[src/thread_slot_round_robin_scheduler_unit_defines.svh]
// ----------------------------------------------------------------------------
// Thread slot scheduler assertion macros
// Shared concurrent assertion forms, clocked on clk and held off during rst.
// ----------------------------------------------------------------------------
`ifndef THREAD_SLOT_ROUND_ROBIN_SCHEDULER_UNIT_DEFINES_SVH
`define THREAD_SLOT_ROUND_ROBIN_SCHEDULER_UNIT_DEFINES_SVH

// same-cycle implication
`define TSRR_ASSERT_NOW(lbl, ante, cons, msg) \
  lbl: assert property (@(posedge clk) disable iff (rst) (ante) |-> (cons)) else $error(msg);

// next-cycle implication
`define TSRR_ASSERT_NEXT(lbl, ante, cons, msg) \
  lbl: assert property (@(posedge clk) disable iff (rst) (ante) |=> (cons)) else $error(msg);

`endif

[src/tsrr_pkg.sv]
// ----------------------------------------------------------------------------
// Thread slot scheduler package
// Field widths, request codes and sequencer states shared by the design.
// ----------------------------------------------------------------------------
package tsrr_pkg;

  // field widths of the transaction ports
  localparam int REQ_W   = 2;
  localparam int IDX_W   = 4;
  localparam int ENTRY_W = 4;
  localparam int CFG_W   = 5;
  localparam int RUN_W   = 5;

  // active slot register value after reset
  localparam logic [CFG_W-1:0] CFG_RESET = 5'd16;

  // request codes
  localparam logic [REQ_W-1:0] REQ_START  = 2'd0;
  localparam logic [REQ_W-1:0] REQ_KILL   = 2'd1;
  localparam logic [REQ_W-1:0] REQ_SWITCH = 2'd2;

  // sequencer states
  typedef enum logic [2:0] {
    ST_IDLE,
    ST_MOD,
    ST_SCAN,
    ST_READ,
    ST_OUT
  } tsrr_state_t;

endpackage

[src/tsrr_entry_mem.sv]
// ----------------------------------------------------------------------------
// Thread slot entry memory
// One write port, one registered read port; unwritten entries read as zero.
// ----------------------------------------------------------------------------
module tsrr_entry_mem
  import tsrr_pkg::*;
#(
  parameter int DEPTH = 16,
  parameter int AW    = 4
) (
  input  logic               clk,
  input  logic               rst,
  input  logic               wr_en,
  input  logic [AW-1:0]      wr_addr,
  input  logic [ENTRY_W-1:0] wr_data,
  input  logic               rd_en,
  input  logic [AW-1:0]      rd_addr,
  output logic [ENTRY_W-1:0] rd_data
);

  logic [ENTRY_W-1:0] mem [DEPTH];
  logic [DEPTH-1:0]   written;

  // storage array and registered read
  always_ff @(posedge clk) begin
    if (wr_en) begin
      mem[wr_addr] <= wr_data;
    end
    if (rd_en) begin
      rd_data <= written[rd_addr] ? mem[rd_addr] : '0;
    end
  end

  // per-entry written flags, cleared by reset
  always_ff @(posedge clk) begin
    if (rst) begin
      written <= '0;
    end else if (wr_en) begin
      written[wr_addr] <= 1'b1;
    end
  end

endmodule

[src/thread_slot_round_robin_scheduler_unit.sv]
// ----------------------------------------------------------------------------
// Thread slot round-robin scheduler
// Slot allocation, kill and round-robin switch over a small thread slot pool.
// ----------------------------------------------------------------------------
// One request is handled at a time; in_stall stays high from acceptance until
// the result transaction has been taken. All searches run through a single
// step adder under the sequencer, one slot per cycle. A start scans the slots
// in ST_SCAN and then offers its result in ST_OUT (rejections on a full pool
// go straight to ST_OUT); an accepted kill passes through ST_READ to ST_OUT;
// a switch subtracts lim in ST_MOD while folding current+1 into range, visits
// slots in the wrap-around search in ST_SCAN, then reads the entry in ST_READ
// and offers the result in ST_OUT. lim is active_slots clamped to
// 1..MAX_SLOTS; slot 0 is always occupied, so every search ends.
// ----------------------------------------------------------------------------
`include "thread_slot_round_robin_scheduler_unit_defines.svh"

module thread_slot_round_robin_scheduler_unit
  import tsrr_pkg::*;
#(
  parameter int MAX_SLOTS = 16
) (
  input  logic               clk,
  input  logic               rst,
  input  logic               cfg_valid,
  output logic               cfg_ready,
  input  logic [CFG_W-1:0]   active_slots,
  input  logic               in_valid,
  output logic               in_stall,
  input  logic [REQ_W-1:0]   req_type,
  input  logic [IDX_W-1:0]   target_index,
  output logic               out_valid,
  input  logic               out_stall,
  output logic               accepted,
  output logic [IDX_W-1:0]   slot,
  output logic               switched,
  output logic [ENTRY_W-1:0] entry,
  output logic [RUN_W-1:0]   running
);

  localparam int SW = $clog2(MAX_SLOTS);
  localparam int CW = $clog2(MAX_SLOTS + 1);

  // control state
  tsrr_state_t          state;
  tsrr_state_t          state_next;
  logic [CFG_W-1:0]     cfg_slots;
  logic [MAX_SLOTS-1:0] slot_free;
  logic [SW-1:0]        current_slot;
  logic [CW-1:0]        running_count;

  // transaction payload and search pointer
  logic [REQ_W-1:0]     req_reg;
  logic [IDX_W-1:0]     tgt_reg;
  logic [CW-1:0]        ptr;
  logic                 res_accepted;
  logic [IDX_W-1:0]     res_slot;
  logic                 res_switched;
  logic [ENTRY_W-1:0]   res_entry;

  // derived values
  logic [CW-1:0]        lim;
  logic [SW-1:0]        ptr_idx;
  logic [SW-1:0]        tgt_slot;
  logic                 ptr_free;
  logic                 ptr_over;
  logic                 kill_ok;
  logic                 start_full;
  logic                 start_alloc;
  logic                 switch_hit;
  logic                 take_in;

  // shared step adder
  logic [CW-1:0]        add_b;
  logic                 add_cin;
  logic [CW-1:0]        add_sum;

  // entry memory port
  logic                 mem_wr_en;
  logic                 mem_rd_en;
  logic [SW-1:0]        mem_rd_addr;
  logic [ENTRY_W-1:0]   mem_rd_data;

  // effective slot limit
  always_comb begin
    if (cfg_slots == '0) begin
      lim = CW'(1);
    end else if (int'(cfg_slots) > MAX_SLOTS) begin
      lim = CW'(MAX_SLOTS);
    end else begin
      lim = CW'(cfg_slots);
    end
  end

  // request checks
  always_comb begin
    ptr_idx     = ptr[SW-1:0];
    tgt_slot    = SW'(target_index);
    ptr_over    = (ptr >= lim);
    ptr_free    = slot_free[ptr_idx];
    take_in     = in_valid && (state == ST_IDLE);
    start_full  = (running_count >= lim);
    kill_ok     = (target_index != '0) && (int'(target_index) < MAX_SLOTS) &&
                  (running_count > CW'(1)) && !slot_free[tgt_slot];
    start_alloc = (state == ST_SCAN) && (req_reg == REQ_START) && !ptr_over && ptr_free;
    switch_hit  = (state == ST_SCAN) && (req_reg == REQ_SWITCH) && !ptr_free;
  end

  // step adder: subtract lim while folding, add one while scanning
  always_comb begin
    add_cin = (state == ST_MOD);
    add_b   = (state == ST_MOD) ? ~lim : CW'(1);
    add_sum = ptr + add_b + CW'(add_cin);
  end

  // next state
  always_comb begin
    state_next = state;
    case (state)
      ST_IDLE: begin
        if (in_valid) begin
          case (req_type)
            REQ_START:  state_next = start_full ? ST_OUT : ST_SCAN;
            REQ_KILL:   state_next = kill_ok ? ST_READ : ST_OUT;
            REQ_SWITCH: state_next = ST_MOD;
            default:    state_next = ST_OUT;
          endcase
        end
      end
      ST_MOD: begin
        if (!ptr_over) begin
          state_next = ST_SCAN;
        end
      end
      ST_SCAN: begin
        if (req_reg == REQ_START) begin
          if (ptr_over || ptr_free) begin
            state_next = ST_OUT;
          end
        end else if (!ptr_free) begin
          state_next = ST_READ;
        end
      end
      ST_READ: state_next = ST_OUT;
      ST_OUT: begin
        if (!out_stall) begin
          state_next = ST_IDLE;
        end
      end
      default: state_next = ST_IDLE;
    endcase
  end

  // handshake and memory control
  always_comb begin
    cfg_ready   = 1'b1;
    in_stall    = (state != ST_IDLE);
    out_valid   = (state == ST_OUT);
    mem_wr_en   = start_alloc;
    mem_rd_en   = (take_in && (req_type == REQ_KILL) && kill_ok) || switch_hit;
    mem_rd_addr = (state == ST_IDLE) ? tgt_slot : ptr_idx;
  end

  // control registers
  always_ff @(posedge clk) begin
    if (rst) begin
      state         <= ST_IDLE;
      cfg_slots     <= CFG_RESET;
      slot_free     <= {MAX_SLOTS{1'b1}} ^ MAX_SLOTS'(1);
      current_slot  <= '0;
      running_count <= CW'(1);
    end else begin
      state <= state_next;
      if (cfg_valid) begin
        cfg_slots <= active_slots;
      end
      if (take_in && (req_type == REQ_KILL) && kill_ok) begin
        slot_free[tgt_slot] <= 1'b1;
        running_count       <= running_count - CW'(1);
      end
      if (start_alloc) begin
        slot_free[ptr_idx] <= 1'b0;
        running_count      <= running_count + CW'(1);
      end
      if (switch_hit) begin
        current_slot <= ptr_idx;
      end
    end
  end

  // payload registers and search pointer
  always_ff @(posedge clk) begin
    case (state)
      ST_IDLE: begin
        if (in_valid) begin
          req_reg      <= req_type;
          tgt_reg      <= target_index;
          res_accepted <= (req_type == REQ_KILL) && kill_ok;
          res_slot     <= ((req_type == REQ_KILL) && kill_ok) ? target_index : '0;
          res_switched <= 1'b0;
          res_entry    <= '0;
          ptr          <= (req_type == REQ_SWITCH) ? CW'(current_slot) + CW'(1) : '0;
        end
      end
      ST_MOD: begin
        if (ptr_over) begin
          ptr <= add_sum;
        end
      end
      ST_SCAN: begin
        if (req_reg == REQ_START) begin
          if (start_alloc) begin
            res_accepted <= 1'b1;
            res_slot     <= IDX_W'(ptr_idx);
            res_entry    <= tgt_reg;
          end else if (!ptr_over) begin
            ptr <= add_sum;
          end
        end else if (switch_hit) begin
          res_slot     <= IDX_W'(ptr_idx);
          res_accepted <= (ptr_idx != current_slot);
          res_switched <= (ptr_idx != current_slot);
        end else begin
          ptr <= (add_sum == lim) ? '0 : add_sum;
        end
      end
      ST_READ: begin
        res_entry <= mem_rd_data;
      end
      default: begin
      end
    endcase
  end

  // program entry store
  tsrr_entry_mem #(
    .DEPTH (MAX_SLOTS),
    .AW    (SW)
  ) u_entry_mem (
    .clk     (clk),
    .rst     (rst),
    .wr_en   (mem_wr_en),
    .wr_addr (ptr_idx),
    .wr_data (tgt_reg),
    .rd_en   (mem_rd_en),
    .rd_addr (mem_rd_addr),
    .rd_data (mem_rd_data)
  );

  // result transaction
  assign accepted = res_accepted;
  assign slot     = res_slot;
  assign switched = res_switched;
  assign entry    = res_entry;
  assign running  = RUN_W'(running_count);

  // checks
  `TSRR_ASSERT_NOW(a_slot0_held, 1'b1, !slot_free[0], "slot 0 was freed")
  `TSRR_ASSERT_NOW(a_count_match, 1'b1, running_count == CW'($countones(~slot_free)), "running count mismatch")
  `TSRR_ASSERT_NOW(a_busy_while_result, out_valid, in_stall, "request taken while result pending")
  `TSRR_ASSERT_NEXT(a_result_once, out_valid && !out_stall, !out_valid, "result repeated")

endmodule
[config.mk]
export PLATFORM = sky130hd
export DESIGN_NAME = thread_slot_round_robin_scheduler_unit
export DESIGN_NICKNAME = d
export VERILOG_FILES = /design/src/tsrr_pkg.sv /design/src/tsrr_entry_mem.sv /design/src/thread_slot_round_robin_scheduler_unit.sv
export VERILOG_INCLUDE_DIRS = /design/src /design/src/src
export SDC_FILE = /design/constraint.sdc
export NUM_CORES = 1
export LEC_CHECK = 0
export ABC_AREA = 1
export BUFFER_PORTS_ARGS = -buffer_cell sky130_fd_sc_hd__buf_2
export CAP_MARGIN = 40
export CELL_PAD_IN_SITES_DETAIL_PLACEMENT = 1
export CELL_PAD_IN_SITES_GLOBAL_PLACEMENT = 1
export CORE_MARGIN = 8
export CORE_UTILIZATION = 40
export DETAILED_ROUTE_END_ITERATION = 7
export GPL_TIMING_DRIVEN = 1
export PLACE_DENSITY = 0.8
export SYNTH_ARGS = -nofsm -noshare
export SYNTH_HDL_FRONTEND = slang
export SYNTH_SLANG_ARGS = --single-unit
[constraint.sdc]
create_clock -name clk -period 6.9 [get_ports clk]
set_clock_uncertainty 0.1 [all_clocks]
set_input_delay 1.38 -clock clk [delete_from_list [all_inputs] [get_ports clk]]
set_output_delay 1.38 -clock clk [all_outputs]
set_load 0.02 [all_outputs]
==> results.json, run 1 <==
{
  "status": "finished, final reports clean",
  "cts_hold_buf": 0,
  "post_cts_buffers": 0,
  "die_x_um": 151,
  "overflow": 0,
  "cts_buffer_depth": 2,
  "ir_drop_mv": 0.242,
  "cts.htree.levels": 4,
  "path_clk_slew_ps": 60,
  "syn_nets": 898,
  "area_growth_pct": 13.2,
  "wl_per_cell_um": 18.6,
  "first_global_vias": 6320,
  "grt_pass1_wl_um": 33700,
  "whs_path_depth": 2,
  "p_leak_nw": 3.78,
  "post_cts_resized": 0,
  "drive_above_1_share_pct": 11.4,
  "hold_viol_final": 0,
  "cp_top_family": "flip-flops",
  "io-pin-count": 34,
  "gp_congestion": 0.854,
  "critPathKind": "reg2reg",
  "start_kind": "flip-flop",
  "vias": 5994,
  "rr_startpoint": "ptr[0]$_DFFE_PP_",
  "antenna_cells": 0,
  "cts_root_buf": "clkbuf_16",
  "numCtsBuffers": 17,
  "yosysUniqueCellTypes": 45,
  "setup_violations": 0,
  "drt-pass1-iter-count": 4,
  "syn_inst": 861,
  "path_buf_inv": 3,
  "portBuffers": 32,
  "min_path_type": "reg2reg",
  "period_share_pct": 54.4,
  "ys_warn_count": 0,
  "antenna_found_initial": 0,
  "reg2regPathDepth": 11,
  "vias_per_cell": 5.28,
  "maxSlewViolCount": 0,
  "die-area_um2": 22700,
  "grt_usage_pct": 19.5,
  "start_util_pct": 40.6,
  "r2r_slack_ps": 3150,
  "holdWs_ps": 359,
  "core_um2": 17800,
  "holdCritStartpoint": "u_entry_mem.written[10]$_SDFFE_PP0P_",
  "drt-total-wl_um": 21200,
  "slew_headroom_pct": 42.3,
  "synth_flop_cell": "edfxtp_1",
  "grt_max_degree": 31,
  "tightest_slew_ps": 865,
  "fin_area_um2": 8200,
  "reg_top3": "u_entry_mem.mem: 64 flops, slot_free: 16 flops, u_entry_mem.written: 16 flops",
  "cp.depth": 11,
  "post-route-drc-count": 0,
  "critPathCaptureType": "flip-flop",
  "period_needed_ps": 3750,
  "fmax_mhz": 267,
  "dp_hpwl_um": 15200,
  "yosys.area.top_type": "edfxtp_1",
  "seq_area_frac_synth_pct": 50.4,
  "cts_num_sinks": 138,
  "regMostFlops": "u_entry_mem.mem",
  "syn_area_um2": 7240,
  "async_reset_ff_share_pct": 0,
  "maxCapViolCount": 0,
  "cpMaxStageDelayCell": "edfxtp_1",
  "required_ps": 6860,
  "crit_chain": "inv_2 -> ha_1 -> nand2_1 -> inv_1 -> nand4_1 -> nand4_1 -> nor2_2 -> nand2_4 -> inv_2 -> nor2_1 -> a211oi_1",
  "largest_register_ffs": 64,
  "cts_tree": "yes",
  "rows": 49,
  "p_total_mw": 3.39,
  "r2r-end": "entry[2]$_DFFE_PP_",
  "cp_max_fo": 17,
  "synth_edf_count": 89,
  "clkLatencyLatePin_ps": 430,
  "antenna_left": 0,
  "synth_top_area_share_pct": 36.9,
  "rsz0062_at_grt": "no",
  "final_util_pct": 46.0,
  "synth_area_leaders": "edfxtp_1, dfxtp_1, nand2_1",
  "drt-initial-drc-count": 343,
  "ys_ff_latch": 138,
  "cp_data_arrival_time_ps": 3710,
  "syn_avg_cell_area_um2": 8.41,
  "hold_end": "u_entry_mem.written[10]$_SDFFE_PP0P_",
  "critPathMaxStageDelay_ps": 910,
  "die_h_um": 151,
  "pwr_density_cell_nw_per_um2": 414,
  "timing.setup.tns_ps": 0,
  "placed_cell_area_um2": 7610,
  "nets": 930
}
==> per-layer routing <==
layer,global-route usage [%],part of all wire (%),vias up
met5,0,0,-
met4,7.57,2.5,0
met3,4.48,3.6,40
met2,33.3,50,110
met1,23.5,44,2943
li1,-,-,2901
==> worst register-to-register path, stage by stage, from the launching register on <==
cell      delay (ps)
edfxtp_1         910
inv_2            350
ha_1             380
nand2_1           60
inv_1             40
nand4_1           60
nand4_1          190
nor2_2           270
nand2_4          140
inv_2            150
nor2_1            60
a211oi_1         670
==> Yosys cell counts (3+ instances only) <==
| cell | count |
|---|---|
| a21oi_2 | 8 |
| nand4_1 | 11 |
| xor2_1 | 7 |
| nand2_2 | 3 |
| edfxtp_1 | 89 |
| buf_2 | 8 |
| inv_1 | 125 |
| ha_1 | 19 |
| clkbuf_1 | 5 |
| inv_2 | 9 |
| o21ai_0 | 42 |
| a211oi_1 | 3 |
| buf_4 | 7 |
| o21bai_1 | 3 |
| o22ai_1 | 4 |
| nor2_1 | 60 |
| a21oi_1 | 28 |
| o211ai_1 | 38 |
| buf_6 | 5 |
| dfxtp_1 | 49 |
| nor2_2 | 4 |
| nand2_1 | 248 |
| nand3_1 | 45 |
| o21ai_1 | 14 |
==> worst max-delay path by stage <==
stage	start	endpoint	slack, ps
6_report	ptr[0]$_DFFE_PP_	entry[2]$_DFFE_PP_	3150
4_1_cts	ptr[0]$_DFFE_PP_	entry[2]$_DFFE_PP_	3240
3_3_place_gp	target_index[0]	u_entry_mem.rd_data[1]$_SDFFCE_PN0P_	3140
2_1_floorplan	target_index[0]	u_entry_mem.rd_data[0]$_SDFFCE_PN0P_	4090
5_1_grt	ptr[0]$_DFFE_PP_	entry[2]$_DFFE_PP_	2950
3_5_place_dp	target_index[1]	u_entry_mem.rd_data[0]$_SDFFCE_PN0P_	3190
==> placed cells by master (no fill, tap or decap), drive strengths merged, types with 2 or more instances in the layout <==
cell,instances
o21ai,58
dfxtp,49
xor2,7
o211ai,38
o22ai,4
nor3,4
nand3,47
nand3b,2
edfxtp,89
a21oi,36
clkinvlp,3
clkinv,4
fa,2
nand2,253
a211oi,3
bufinv,2
inv,141
nor2,66
clkbuf,17
buf,38
ha,19
o21bai,3
nand4,11
==> through the flow <==
step                      instances  worst slack (ps)
after floorplan                 861              4090
after global placement         1098              3140
after detailed placement       1102              3190
after CTS                      1134              3240
after global routing           1135              2950
final                          1135              3150
==> power by group <==
| group | switching, mW | leakage (nW) | internal [mW] |
|---|---|---|---|
| logic | 0.908 | 2.28 | 0.424 |
| clock network | 0.390 | 0.280 | 0.540 |
| registers | 0.124 | 1.22 | 1.01 |
| total | 1.42 | 3.78 | 1.97 |
==> final cells by class <==
class                      instances  area [µm²]
clock buffer                      17         425
clock inverter                    15         165
fill                            2125        9640
inverter                         135         507
multi-input combinational        563        2920
sequential                       138        3650
tap                              229         287
timing repair buffer              38         250
==> kinds of logic (layout without fill, tap and decap cells) <==
group                      Yosys count  in the layout  synth area share [%]
and+or+nand+nor                    387            387                  22.8
buffers and inverters              160            205                  9.31
AOI/OAI and AO/OA                  145            145                  12.3
DFF                                138            138                  50.4
adders and majority gates           21             21                  3.83
xor gates and xnor gates             9              9                  1.28
other                                1              1                0.0518
(Power assumes the default switching activity.)
==> run 2: changes to the inputs <==
Settings changed: PLACE_DENSITY 0.8 to 0.82.
Clock period 6.9 ns to 3.2 ns, I/O delays scaled along.
==> results.json, run 2 (same netlist as run 1, synthesis figures left out) <==
{
  "crit_chain": "inv_2 -> nand3_2 -> inv_1 -> nand2_1 -> inv_1 -> fa_2 -> fa_2 -> inv_1 -> nand2_1 -> nand3_1 -> a21oi_1 -> nand3_1 -> nor2_1 -> nand2_1 -> nand2_1 -> nand2_1 -> nand2_1 -> o21ai_0",
  "final_cell_mix": "nand2_1, inv_1, edfxtp_1, nor2_1",
  "vias": 6015,
  "grt_max_degree": 55,
  "hold_viol_final": 0,
  "comb_power_share_pct": 41.8,
  "switching_share_pct": 41.5,
  "period_needed_ps": 3010,
  "core_um2": 17800,
  "rr_startpoint": "state[1]$_SDFFE_PP0P_",
  "largest_register_ffs": 64,
  "p_leak_nw": 3.83,
  "cts_buffer_depth": 2,
  "clkLatencyLatePin_ps": 420,
  "tightest_slew_ps": 732,
  "start_util_pct": 40.6,
  "numCtsBuffers": 17,
  "cts_root_buf": "clkbuf_16",
  "cts_tree": "yes",
  "pwr_density_cell_nw_per_um2": 891,
  "slew_headroom_pct": 51.2,
  "status": "finished, final reports clean",
  "fin_area_um2": 8280,
  "io-pin-count": 34,
  "reg_top3": "u_entry_mem.mem: 64 flops, slot_free: 16 flops, u_entry_mem.written: 16 flops",
  "p_clk_share_pct": 26.1,
  "antenna_cells": 0,
  "critPathMaxStageDelay_ps": 550,
  "wl_per_cell_um": 18.4,
  "required_ps": 3260,
  "regMostFlops": "u_entry_mem.mem",
  "final_common_cell": "nand2_1",
  "ir_drop_mv": 0.446,
  "placed_cell_area_um2": 7680,
  "critPathKind": "reg2reg",
  "cpMaxStageDelayCell": "fa_2",
  "cp_data_arrival_time_ps": 3060,
  "die_x_um": 151,
  "period_share_pct": 94.0,
  "maxSlewViolCount": 0,
  "dp_hpwl_um": 15400,
  "p_sw_mw": 3.06,
  "critPathCaptureType": "flip-flop",
  "crit_end": "ptr[2]$_DFFE_PP_",
  "startpoint": "state[1]$_SDFFE_PP0P_",
  "fin_cells": 1147,
  "r2r_slack_ps": 190,
  "drive_above_1_share_pct": 14.1,
  "grt_pass1_wl_um": 33500,
  "drt-initial-drc-count": 353,
  "gp_congestion": 0.848,
  "grt_usage_pct": 19.3,
  "cp_max_fo": 4,
  "cts_num_sinks": 138,
  "antenna_found_initial": 0,
  "portBuffers": 32,
  "cts.htree.levels": 4,
  "post_cts_buffers": 0,
  "intPower_mw": 4.31,
  "die_h_um": 151,
  "rows": 49,
  "reg2regPathDepth": 18,
  "die-area_um2": 22700,
  "fmax_mhz": 332,
  "drt-total-wl_um": 21100,
  "path_clk_slew_ps": 60,
  "area_growth_pct": 14.3,
  "place_inst": 1116,
  "crit_top_cell": "nand2_1",
  "start_kind": "flip-flop",
  "antenna_left": 0,
  "seqPwrFrac_pct": 32.1,
  "nets": 943,
  "setup_violations": 0,
  "drt-pass1-iter-count": 5,
  "vias_per_cell": 5.24,
  "final_util_pct": 46.4,
  "post-route-drc-count": 0,
  "maxCapViolCount": 0,
  "overflow": 0,
  "first_global_vias": 6320,
  "r2r-end": "ptr[2]$_DFFE_PP_",
  "min_path_type": "in2reg"
}
-- run 2: critical path, delay by kind of cell, from the launching register on --
family	cells	cell delay (ps)
fa+ha+maj	2	900
flops	1	360
simple gates	10	860
compound gates	2	220
buf+inv	4	300
-- run 2: area by class of cell --
type                       count  area (µm²)
clock buffer                  17         425
clock inverter                14         148
fill                        2158        9560
inverter                     135         507
multi-input combinational    563        2940
sequential                   138        3660
tap                          229         287
timing repair buffer          51         315
-- run 2: worst min-delay path by stage --
stage                                                end                                 start  cells past startpoint  slack [ps]
global placement     u_entry_mem.written[6]$_SDFFE_PP0P_   u_entry_mem.written[6]$_SDFFE_PP0P_                      2         340
global route                        req_reg[1]$_DFFE_PP_                           req_type[1]                      1         310
finish                              req_reg[1]$_DFFE_PP_                           req_type[1]                      1         330
detailed placement   u_entry_mem.written[8]$_SDFFE_PP0P_   u_entry_mem.written[8]$_SDFFE_PP0P_                      2         350
floorplan           u_entry_mem.written[10]$_SDFFE_PP0P_  u_entry_mem.written[10]$_SDFFE_PP0P_                      2         330
CTS                                 req_reg[1]$_DFFE_PP_                           req_type[1]                      1         310
-- run 2: power by group through the flow --
stage | Clock, mW | Combinational (mW) | Sequential, mW
2_1_floorplan | 0 | 2.07 | 2.40
3_3_place_gp | 0 | 2.92 | 2.40
3_5_place_dp | 0 | 3.03 | 2.40
4_1_cts | 1.95 | 3.06 | 2.37
5_1_grt | 2.02 | 3.40 | 2.39
6_report | 1.92 | 3.08 | 2.37
-- run 2: repair_timing --
action	4_1_cts	5_1_grt
setup endpoints to repair	0	5
hold buffers	0	0
resized for setup	0	12
-- run 2: through the flow --
stage / TNS (ps) / power (mW) / hold slack, ps / setup slack, ps
floorplan: 0 / 4.47 / 330 / 465
CTS: 0 / 7.38 / 308 / 106
finish: 0 / 7.38 / 327 / 191
detailed placement: 0 / 5.43 / 350 / 125
global placement: 0 / 5.31 / 338 / 286
global route: -87.5 / 7.81 / 311 / -43.5
-- run 2: per-layer routing --
metal	global-route usage, %	part of all wire, %
met2	33.9	50
met1	22.9	43
met4	8.31	2.6
met5	0	0
met3	3.16	4.1
